--- config.mk ---
export PLATFORM = sky130hd
export DESIGN_NAME = mbgwa_ram
export DESIGN_NICKNAME = d
export VERILOG_FILES = /design/src/rtl/mbgwa_ram.sv
export SDC_FILE = /design/constraint.sdc
export NUM_CORES = 1
export LEC_CHECK = 0
export BUFFER_PORTS_ARGS = -buffer_cell sky130_fd_sc_hd__buf_4
export CAP_MARGIN = 20
export CELL_PAD_IN_SITES_DETAIL_PLACEMENT = 1
export CELL_PAD_IN_SITES_GLOBAL_PLACEMENT = 1
export CORE_MARGIN = 3
export CORE_UTILIZATION = 45
export CTS_BUF_LIST = sky130_fd_sc_hd__clkbuf_8
export DETAILED_ROUTE_END_ITERATION = 7
export PLACE_DENSITY = 0.69
export SLEW_MARGIN = 10
export SYNTH_ARGS = -nofsm -noshare
export SYNTH_HDL_FRONTEND = slang
export SYNTH_SLANG_ARGS = --single-unit
export TNS_END_PERCENT = 50
--- constraint.sdc ---
create_clock -name clk -period 2.04 [get_ports clk]
set_input_delay 0.102 -clock clk [delete_from_list [all_inputs] [get_ports clk]]
set_output_delay 0.102 -clock clk [all_outputs]
set_load 0.005 [all_outputs]
--- src/rtl/mbgwa_ram.sv ---
// Generic single-write, single-read synchronous RAM with registered read data.
module mbgwa_ram #(
  parameter int WIDTH = 8,
  parameter int DEPTH = 16
) (
  input  logic                     clk,
  input  logic                     we,
  input  logic [$clog2(DEPTH)-1:0] waddr,
  input  logic [WIDTH-1:0]         wdata,
  input  logic                     re,
  input  logic [$clog2(DEPTH)-1:0] raddr,
  output logic [WIDTH-1:0]         rdata
);

  logic [WIDTH-1:0] mem [DEPTH];

  always_ff @(posedge clk) begin
    if (we) begin
      mem[waddr] <= wdata;
    end
    if (re) begin
      rdata <= mem[raddr];
    end
  end

endmodule

== Yosys cells after proc, flatten, opt, wreduce, memory -nomap -nowiden ==
Memories as Yosys holds them, arrays and structs flattened. A register that Yosys moved wholly into a read port is not among the register bits.
Index checks and enable logic that the tools add are counted.
Cells by class
  mux-type cells: 2
Operator list (count)
  two-way mux 1 bit: 2
Word-level totals
  register bits: 0
  bits in writable memories: 128
  input bits: 19
  output and inout bits: 8
  logic and storage cells: 3
  memories kept: 1
Memory list
  mem: words 16, bits a word 8, read ports 1, clocked after memory_dff 1, write ports 1, RTL line 15  | logic [WIDTH-1:0] mem [DEPTH];

== Longest topological paths before layout ==
Gate-level depths: netlist of run 1.
  depth in word-level cells: 2
  mapped depth: 5
  gate-level depth less buffers: 3

== Least setup slack after synthesis of run 1 ==
Ideal clock, no wire load.
  path kind: input-to-reg
  from: input port waddr[2]
  to: memory mem[0][0], enable pin
  library setup time: 0.383 ns
  data arrival time: 1.212 ns
  data required time: 1.657 ns
  setup slack: 0.445 ns
  stages: 2
  buffers on the path: 0
  cells stage by stage: or3b_2 > nor3_1
RTL lines
  start: declaration: RTL line 8  | input logic [$clog2(DEPTH)-1:0] waddr,
  end: declaration: RTL line 15
No word-level cell before the write port.

==> results of run 1 <==
## state kept, by name (all words and copies together), names as in the netlist
register  flops
mem         128
rdata         8
## area by class of cell
class                           instances  area, um^2  share of cell area, %
Clock buffer                           17         234                   3.80
Clock inverter                         15         184                   2.99
Multi-Input combinational cell         83        1060                   17.2
Timing Repair Buffer                   53         418                   6.79
Tap cell                              140         175                   2.85
Sequential cell                       136        4080                   66.4
## metrics by stage
step / worst slack [ns] / instance area [um^2]
2_1_floorplan: 0.445 / 5230
6_report: 0.420 / 6150
4_1_cts: 0.408 / 6150
3_3_place_gp: 0.180 / 5650
3_5_place_dp: 0.171 / 5650
5_1_grt: 0.366 / 6150
## power by group through the flow
stage	clock (mW)	sequential, mW	combinational, mW
global route	2.49	3.16	0.348
finish	2.30	3.16	0.322
global placement	0	3.22	0.300
detailed placement	0	3.22	0.312
CTS	2.35	3.16	0.326
floorplan	0	3.22	0.159
## how the worst max path moves through the flow
| stage | startpoint | endpoint | slack [ns] | depth (start not counted) |
|---|---|---|---|---|
| 2_1_floorplan | waddr[2] | mem[0][0]$_DFFE_PP_ | 0.45 | 2 |
| 3_3_place_gp | raddr[0] | rdata[2]$_DFFE_PP_ | 0.18 | 5 |
| 3_5_place_dp | raddr[0] | rdata[2]$_DFFE_PP_ | 0.17 | 5 |
| 4_1_cts | mem[6][3]$_DFFE_PP_ | rdata[3]$_DFFE_PP_ | 0.41 | 3 |
| 5_1_grt | mem[5][3]$_DFFE_PP_ | rdata[3]$_DFFE_PP_ | 0.37 | 3 |
| 6_report | mem[5][3]$_DFFE_PP_ | rdata[3]$_DFFE_PP_ | 0.42 | 3 |
## kinds of logic (layout without fill, tap and decap cells)
group           count (synthesis)  in the layout  share of synthesized area (%)
flops                         136            136                           78.1
buf+inv                        10             85                           1.65
simple gates                   35             35                           3.14
compound gates                 16             16                           2.30
mux                            32             32                           14.8
## cells in the final DEF (no fill, tap or decap)
cell type | synthesis | routed
clkbuf_8 | 0 | 17
nand2_1 | 9 | 9
mux4_2 | 18 | 18
clkinvlp_4 | 0 | 3
nand3_1 | 1 | 1
mux4_1 | 14 | 14
or3b_2 | 1 | 1
nand3b_1 | 2 | 2
nor2_1 | 13 | 13
clkinv_4 | 0 | 1
and2_1 | 1 | 1
and2b_1 | 1 | 1
nand2b_1 | 2 | 2
clkinv_2 | 0 | 5
clkinv_1 | 0 | 2
a22oi_1 | 16 | 16
edfxtp_1 | 136 | 136
bufinv_16 | 0 | 4
nor2b_1 | 1 | 1
buf_4 | 1 | 45
dlygate4sd3_1 | 0 | 8
nor3_1 | 4 | 4
## timing repair
action	CTS	global route
endpoints found under the setup margin	0	0
hold buffers	8	0
endpoints found under the hold margin	117	0
## layer usage
| metal | vias to the layer above | global-route usage, % | part of all wire (%) |
|---|---|---|---|
| met5 | - | 0 | 0 |
| met4 | 0 | 5.46 | 1.2 |
| met3 | 9 | 5.31 | 4.6 |
| met2 | 74 | 27.3 | 49 |
| met1 | 1292 | 25.4 | 46 |
| li1 | 1104 | - | - |
## critical path, stage by stage (launching register included)
cell	delay, ns
edfxtp_1	0.37
mux4_1	0.60
a22oi_1	0.30
nand2_1	0.11
==> impl_metrics.toml, run 1 <==
[cells_and_area]
antenna_cells = 0
fill_cells = 969
drive_above_1_share_pct = 30.9
syn_to_final_growth_pct = 17.7
fin_util_pct = 55.5
fin_cells = 444
final_nets = 310

[sta]
hold_slack_ns = 0.0194
fin_skew_ns = 0.00724
period_share_pct = 79.4
max-slew-margin-rel_pct = 54.2
slew_viol_final = 0
hold_violations = 0
final-setup-viol-count = 0
fin_crit_ns = 1.62
final.setup.tns_ns = 0
tightest_slew_ns = 0.685
rsz0062_at_grt = "no"
clock.fmax_mhz = 617

[setup_path]
endpoint_kind = "flip-flop"
crit_required_ns = 2.23
r2r_slack_ns = 0.42
reg2regPathDepth = 3
r2r-end = "rdata[3]$_DFFE_PP_"
crit_type = "reg -> reg"
r2r_start = "mem[5][3]$_DFFE_PP_"
critPathMaxFanout = 1
cp-start-kind = "flip-flop"
worst-endpoint-arrival_ns = 1.81

[route]
drt_iter0_drc = 157
drt_wl_total_um = 10800
avgViaCountPerCell = 5.58
drc_errors = 0
dr.pass1.iters = 4
avgRoutedWirePerCell_um = 24.2
via_count = 2479
ant_nets = 0

[power]
p_clk_share_pct = 39.8
ir_worst_vdd_mv = 0.461
switchingPower_mw = 1.19
seqPwrFrac_pct = 54.6
power_density_mw_per_mm2 = 941
p_int_mw = 4.60
comb_power_share_pct = 5.6
p_leak_nw = 2.07
finalPower_mw = 5.79
switching_share_pct = 20.5

[logic_synthesis]
synth_top_cell_by_area = "edfxtp_1"
synth_edf_count = 136
synth_top_area_share_pct = 78.1
ys_seq_area_share_pct = 78.1
ys_seq_elements = 136
postSynthCellCount = 229
synth_area_leaders = "edfxtp_1 78%, mux4_2 7.8%, mux4_1 7.0%, a22oi_1 2.3%, nor2_1 0.93%"
syn-cell-area_mm2 = 0.00523
syn-num-nets = 248
ys.flop_type = "edfxtp_1"
yosysUniqueCellTypes = 18
async_reset_ff_share_pct = 0
yosysMostFrequentCell = "edfxtp_1"
yosys-top-cells-count = "136 x edfxtp_1, 18 x mux4_2, 16 x a22oi_1, 14 x mux4_1, 13 x nor2_1"
yosys_warnings = 0
syn_avg_cell_area_um2 = 22.8

[place]
portBuffers = 26
gp_congestion = 0.739
place_inst = 404
dp_hpwl_um = 6590

[global_routing]
grt_pass1_wl_um = 16200
grt_overflow_total = 0
grt_pass1_vias = 2618
grt_start_max_net_pins = 33
track_usage_pct = 17.9
antenna_found_initial = 0

[floorplan]
dieArea_mm2 = 0.0129
io_pins = 27
row_count = 38
design.core.area_mm2 = 0.0111
die_x_um = 114
initial_core_util_pct = 47.2
die_y_um = 114

[cts]
cts.sinks = 136
clock_latency_ns = 0.43
cts.path.max_buffers = 2
cts_resized = 0
cts_tree = "done"
htreeDepth = 4
cts_root_buf = "clkbuf_8"
numCtsBuffers = 17
cts_setup_buffers = 0
cts.clk_slew.worst_paths_ns = 0.08

[hold_path]
worstHoldStart = "wdata[7]"
min_path_cells = 1
hp-class = "in -> reg"
holdPathEnd = "mem[2][7]$_DFFE_PP_"

[run]
max_cap_violations = 0

[status]
status = "completed"
Power figures use the tool's default switching activity.
==> inputs of run 2 (changes only) <==
- clock period: 2.04 -> 1.63 ns (I/O delays scaled with it)
==> impl_metrics.toml, run 2 (synthesis results as in run 1) <==
[floorplan]
row_count = 38
io_pins = 27
design.core.area_mm2 = 0.0111
initial_core_util_pct = 47.2
die_x_um = 114
die_y_um = 114
dieArea_mm2 = 0.0129

[setup_path]
crit_type = "reg -> reg"
startpoint = "mem[0][0]$_DFFE_PP_"
r2r_slack_ns = 0.08
cp_cell_sequence = "mux4_1, a22oi_2, nand2_1"
worst-endpoint-arrival_ns = 1.71
crit_required_ns = 1.80
critPathMaxFanout = 1
crit_slowest_cell = "mux4_1"
endpoint_kind = "flip-flop"
r2r_start = "mem[0][0]$_DFFE_PP_"
cp-start-kind = "flip-flop"
critical_path.max_stage_delay_ns = 0.53

[sta]
tightest_slew_ns = 0.495
period_share_pct = 95.0
rsz0062_at_grt = "no"
fin_skew_ns = 0.00894
final.setup.tns_ns = 0
fin_crit_ns = 1.55
max-slew-margin-rel_pct = 67.0
slew_viol_final = 0
clock.fmax_mhz = 646
finalWorstSetupSlack_ns = 0.0821
final-setup-viol-count = 0
hold_violations = 0

[cells_and_area]
fill_cells = 978
final_cell_area_mm2 = 0.00624
largest_reg_flops = 128
final_nets = 318
syn_to_final_growth_pct = 19.4
mostFrequentLayoutCell = "edfxtp_1"
most-common-layout-cells = "136 x edfxtp_1, 48 x buf_4, 18 x mux4_2"
regMostFlops = "mem"
antenna_cells = 0
regArea_mm2 = 0.00408
drive_above_1_share_pct = 33.3
multi_input_area_mm2 = 0.00107
reg.largest.list = "mem (128), rdata (8)"
fin_cells = 452

[power]
p_int_mw = 5.50
p_clk_share_pct = 37.6
power_density_mw_per_mm2 = 1130
seqPwrFrac_pct = 56.3
switching_share_pct = 21.8
p_leak_nw = 2.11
ir_worst_vdd_mv = 0.514
finalPower_mw = 7.04
comb_power_share_pct = 6.1
switchingPower_mw = 1.53

[place]
post-place-ws_ns = -0.0717
dpl_cell_area_mm2 = 0.00576
gp_congestion = 0.755
dp_hpwl_um = 7560
place_inst = 411
portBuffers = 26

[cts]
cts_setup_buffers = 0
cts.clk_slew.worst_paths_ns = 0.08
numCtsBuffers = 17
clock_latency_ns = 0.43
cts_tree = "done"
cts.sinks = 136
htreeDepth = 4
cts_root_buf = "clkbuf_8"
cts.path.max_buffers = 2

[hold_path]
hp-class = "in -> reg"
worstHoldStart = "waddr[0]"

[global_routing]
grt_overflow_total = 0
grt_pass1_vias = 2693
antenna_found_initial = 0
grt_pass1_wl_um = 16800
track_usage_pct = 18.6
grt_start_max_net_pins = 17

[route]
dr.pass1.iters = 4
drt_iter0_drc = 240
avgRoutedWirePerCell_um = 24.5
avgViaCountPerCell = 5.62
via_count = 2541
drc_errors = 0
drt_wl_total_um = 11100
ant_nets = 0

[run]
max_cap_violations = 0

[status]
status = "completed"
run 2: changes by cell type in the layout (fill, tap and decap cells not counted):
cell | previous run | this run
clkinv_1 | 2 | 1
clkinv_4 | 1 | 2
a22oi_1 | 16 | 14
a22oi_2 | 0 | 2
bufinv_16 | 4 | 2
buf_4 | 45 | 48
dlygate4sd3_1 | 8 | 9
buf_12 | 0 | 4
clkinv_2 | 5 | 3
clkinvlp_4 | 3 | 4
inv_6 | 0 | 3
run 2: layout make-up:
| type | instances | share of cell area (%) |
|---|---|---|
| Timing Repair Buffer | 61 | 8.50 |
| Clock buffer | 17 | 3.75 |
| Clock inverter | 15 | 2.44 |
| Multi-Input combinational cell | 83 | 17.1 |
| Sequential cell | 136 | 65.4 |
| Tap cell | 140 | 2.81 |
run 2: worst paths after layout:
check	end	cells after the start
worst max-delay path	rdata[0]$_DFFE_PP_	3
worst min-delay path	mem[4][0]$_DFFE_PP_	3
worst max register to register	rdata[0]$_DFFE_PP_	3
worst min register to register	rdata[1]$_DFFE_PP_	3
run 2: worst max-delay path: cells and delay by family, from the launching register on:
kind / cells / cell delay (ns)
flops: 1 / 0.37
simple gates: 1 / 0.14
compound gates: 1 / 0.24
mux: 1 / 0.53
run 2: power by group through the flow:
| stage | clock, mW | combinational [mW] | sequential [mW] |
|---|---|---|---|
| after floorplan | 0 | 0.199 | 4.03 |
| after global placement | 0 | 0.403 | 4.03 |
| after detailed placement | 0 | 0.415 | 4.04 |
| after CTS | 2.70 | 0.432 | 3.96 |
| after global routing | 2.86 | 0.466 | 3.97 |
| final | 2.65 | 0.429 | 3.96 |
run 2: repair_timing:
action	in CTS	in global routing
hold buffers	9	0
hold endpoints to repair	136	0
resized for setup	0	2
setup endpoints to repair	0	2
run 2: per-stage QoR:
stage               hold slack [ns]  util, %
finish                        0.169     56.4
global route                  0.161     56.4
CTS                           0.143     56.3
detailed placement            0.375     52.0
global placement              0.377     52.0
floorplan                     0.180        -
run 2: per-layer routing:
layer | up-vias | track usage [%] | share of wire, %
li1 | 1118 | - | -
met1 | 1353 | 25.7 | 45
met2 | 59 | 29.6 | 51
met3 | 11 | 3.71 | 3.7
met4 | 0 | 7.13 | 1.1
met5 | - | 0 | 0
==> inputs of run 3 (changes only) <==
- CORE_UTILIZATION: 45 -> 50
- PLACE_DENSITY: 0.69 -> 0.75
- SLEW_MARGIN: 10 -> 20
==> impl_metrics.toml, run 3 (synthesis results as in run 1) <==
[cts]
cts.clk_slew.worst_paths_ns = 0.08
cts.sinks = 136
cts_root_buf = "clkbuf_8"
clock_latency_ns = 0.42
cts.path.max_buffers = 2
cts_setup_buffers = 0
cts_tree = "done"
numCtsBuffers = 17
htreeDepth = 4

[floorplan]
die_y_um = 108
design.core.area_mm2 = 0.00995
initial_core_util_pct = 52.5
io_pins = 27
row_count = 36
dieArea_mm2 = 0.0117
die_x_um = 108

[cells_and_area]
final_nets = 317
largest_reg_flops = 128
syn_to_final_growth_pct = 19.2
drive_above_1_share_pct = 30.5
most-common-layout-cells = "136 x edfxtp_1, 47 x buf_4, 18 x mux4_2"
fin_util_pct = 62.6
fill_cells = 854
fin_cells = 444
multi_input_area_mm2 = 0.00106
antenna_cells = 0
regMostFlops = "mem"
final_cell_area_mm2 = 0.00623
regArea_mm2 = 0.00408
reg.largest.list = "mem (128), rdata (8)"
mostFrequentLayoutCell = "edfxtp_1"

[sta]
hold_slack_ns = 0.178
final-setup-viol-count = 0
rsz0062_at_grt = "no"
fin_crit_ns = 1.54
fin_skew_ns = 0.0102
clock.fmax_mhz = 651
tightest_slew_ns = 0.433
max-slew-margin-rel_pct = 71.1
slew_viol_final = 0
period_share_pct = 94.2
hold_violations = 0

[global_routing]
grt_overflow_total = 0
grt_pass1_vias = 2750
grt_pass1_wl_um = 17000
antenna_found_initial = 0
track_usage_pct = 21.1
grt_start_max_net_pins = 17

[setup_path]
cp-start-kind = "flip-flop"
crit_slowest_cell = "mux4_1"
endpoint_kind = "flip-flop"
reg2regPathDepth = 3
worst-endpoint-arrival_ns = 1.69
cp_cell_sequence = "mux4_1, a22oi_1, nand2_1"
critical_path.max_stage_delay_ns = 0.52
crit_required_ns = 1.79
crit_type = "reg -> reg"
critPathMaxFanout = 1

[hold_path]
min_path_cells = 3
hp-class = "in -> reg"

[route]
wl_met1_um = 4510
drc_errors = 0
drt_wl_total_um = 11000
avgRoutedWirePerCell_um = 24.8
dr_wl_met3_um = 606
avgViaCountPerCell = 5.77
wl_met2_um = 5790
routed.top_layer = "met4"
via_count = 2562
dr.pass1.iters = 4
ant_nets = 0
drt_iter0_drc = 245

[place]
dpl_cell_area_mm2 = 0.00574
gp_congestion = 0.762
dp_hpwl_um = 7150
portBuffers = 26
place_inst = 403

[power]
power_density_mw_per_mm2 = 1150
comb_power_share_pct = 5.8
seqPwrFrac_pct = 55.2
p_clk_share_pct = 39.0
ir_worst_vdd_mv = 0.866
p_leak_nw = 2.13
switching_share_pct = 19.7
switchingPower_mw = 1.41
p_int_mw = 5.76

[run]
max_cap_violations = 0

[status]
status = "completed"
## run 3: changes by cell type in the layout (fill, tap and decap cells not counted), sizes merged
cell      change
bufinv        +2
buf           -1
clkinvlp      -3
inv           +1
## run 3: metrics by stage
stage,power (mW),TNS [ns],setup slack (ns)
after global routing,7.44,0,0.0506
after CTS,7.26,0,0.0767
after global placement,4.42,-0.00356,-0.00356
after detailed placement,4.44,-0.134,-0.0546
after floorplan,4.23,0,0.0556
final,7.18,0,0.0949
## run 3: critical path, delay by kind of cell (launching register included)
family | cells | cell delay [ns]
flops | 1 | 0.38
simple gates | 1 | 0.10
compound gates | 1 | 0.27
mux | 1 | 0.52
## run 3: final timing paths
kind | start | end | slack (ns)
setup / recovery | mem[10][2]$_DFFE_PP_ | rdata[2]$_DFFE_PP_ | 0.09
hold reg to reg | mem[14][0]$_DFFE_PP_ | rdata[0]$_DFFE_PP_ | 0.76
setup reg to reg | mem[10][2]$_DFFE_PP_ | rdata[2]$_DFFE_PP_ | 0.09
hold / removal | waddr[0] | mem[12][6]$_DFFE_PP_ | 0.18
## run 3: layout make-up
type,count,share of cell area (%)
repair buffers,60,8.39
clock buffers,17,3.75
multi-input cells,83,17.0
flip-flops and latches,136,65.5
well taps,133,2.67
clock inverters,15,2.71
## run 3: power groups by stage
stage | clock [mW] | combinational, mW | sequential (mW)
3_5_place_dp | 0 | 0.407 | 4.04
2_1_floorplan | 0 | 0.199 | 4.03
5_1_grt | 3.02 | 0.457 | 3.96
6_report | 2.80 | 0.420 | 3.96
3_3_place_gp | 0 | 0.390 | 4.03
4_1_cts | 2.87 | 0.428 | 3.96
## run 3: what timing repair did
| action | 4_1_cts | 5_1_grt |
|---|---|---|
| resized for setup | 0 | 0 |
| hold buffers | 9 | 0 |
| hold endpoints to repair | 136 | 0 |
## run 3: layer usage
metal | GRT usage (%) | up-vias
met3 | 5.25 | 10
met2 | 34.8 | 85
met4 | 5.95 | 0
li1 | - | 1116
met5 | 0 | -
met1 | 28.3 | 1351
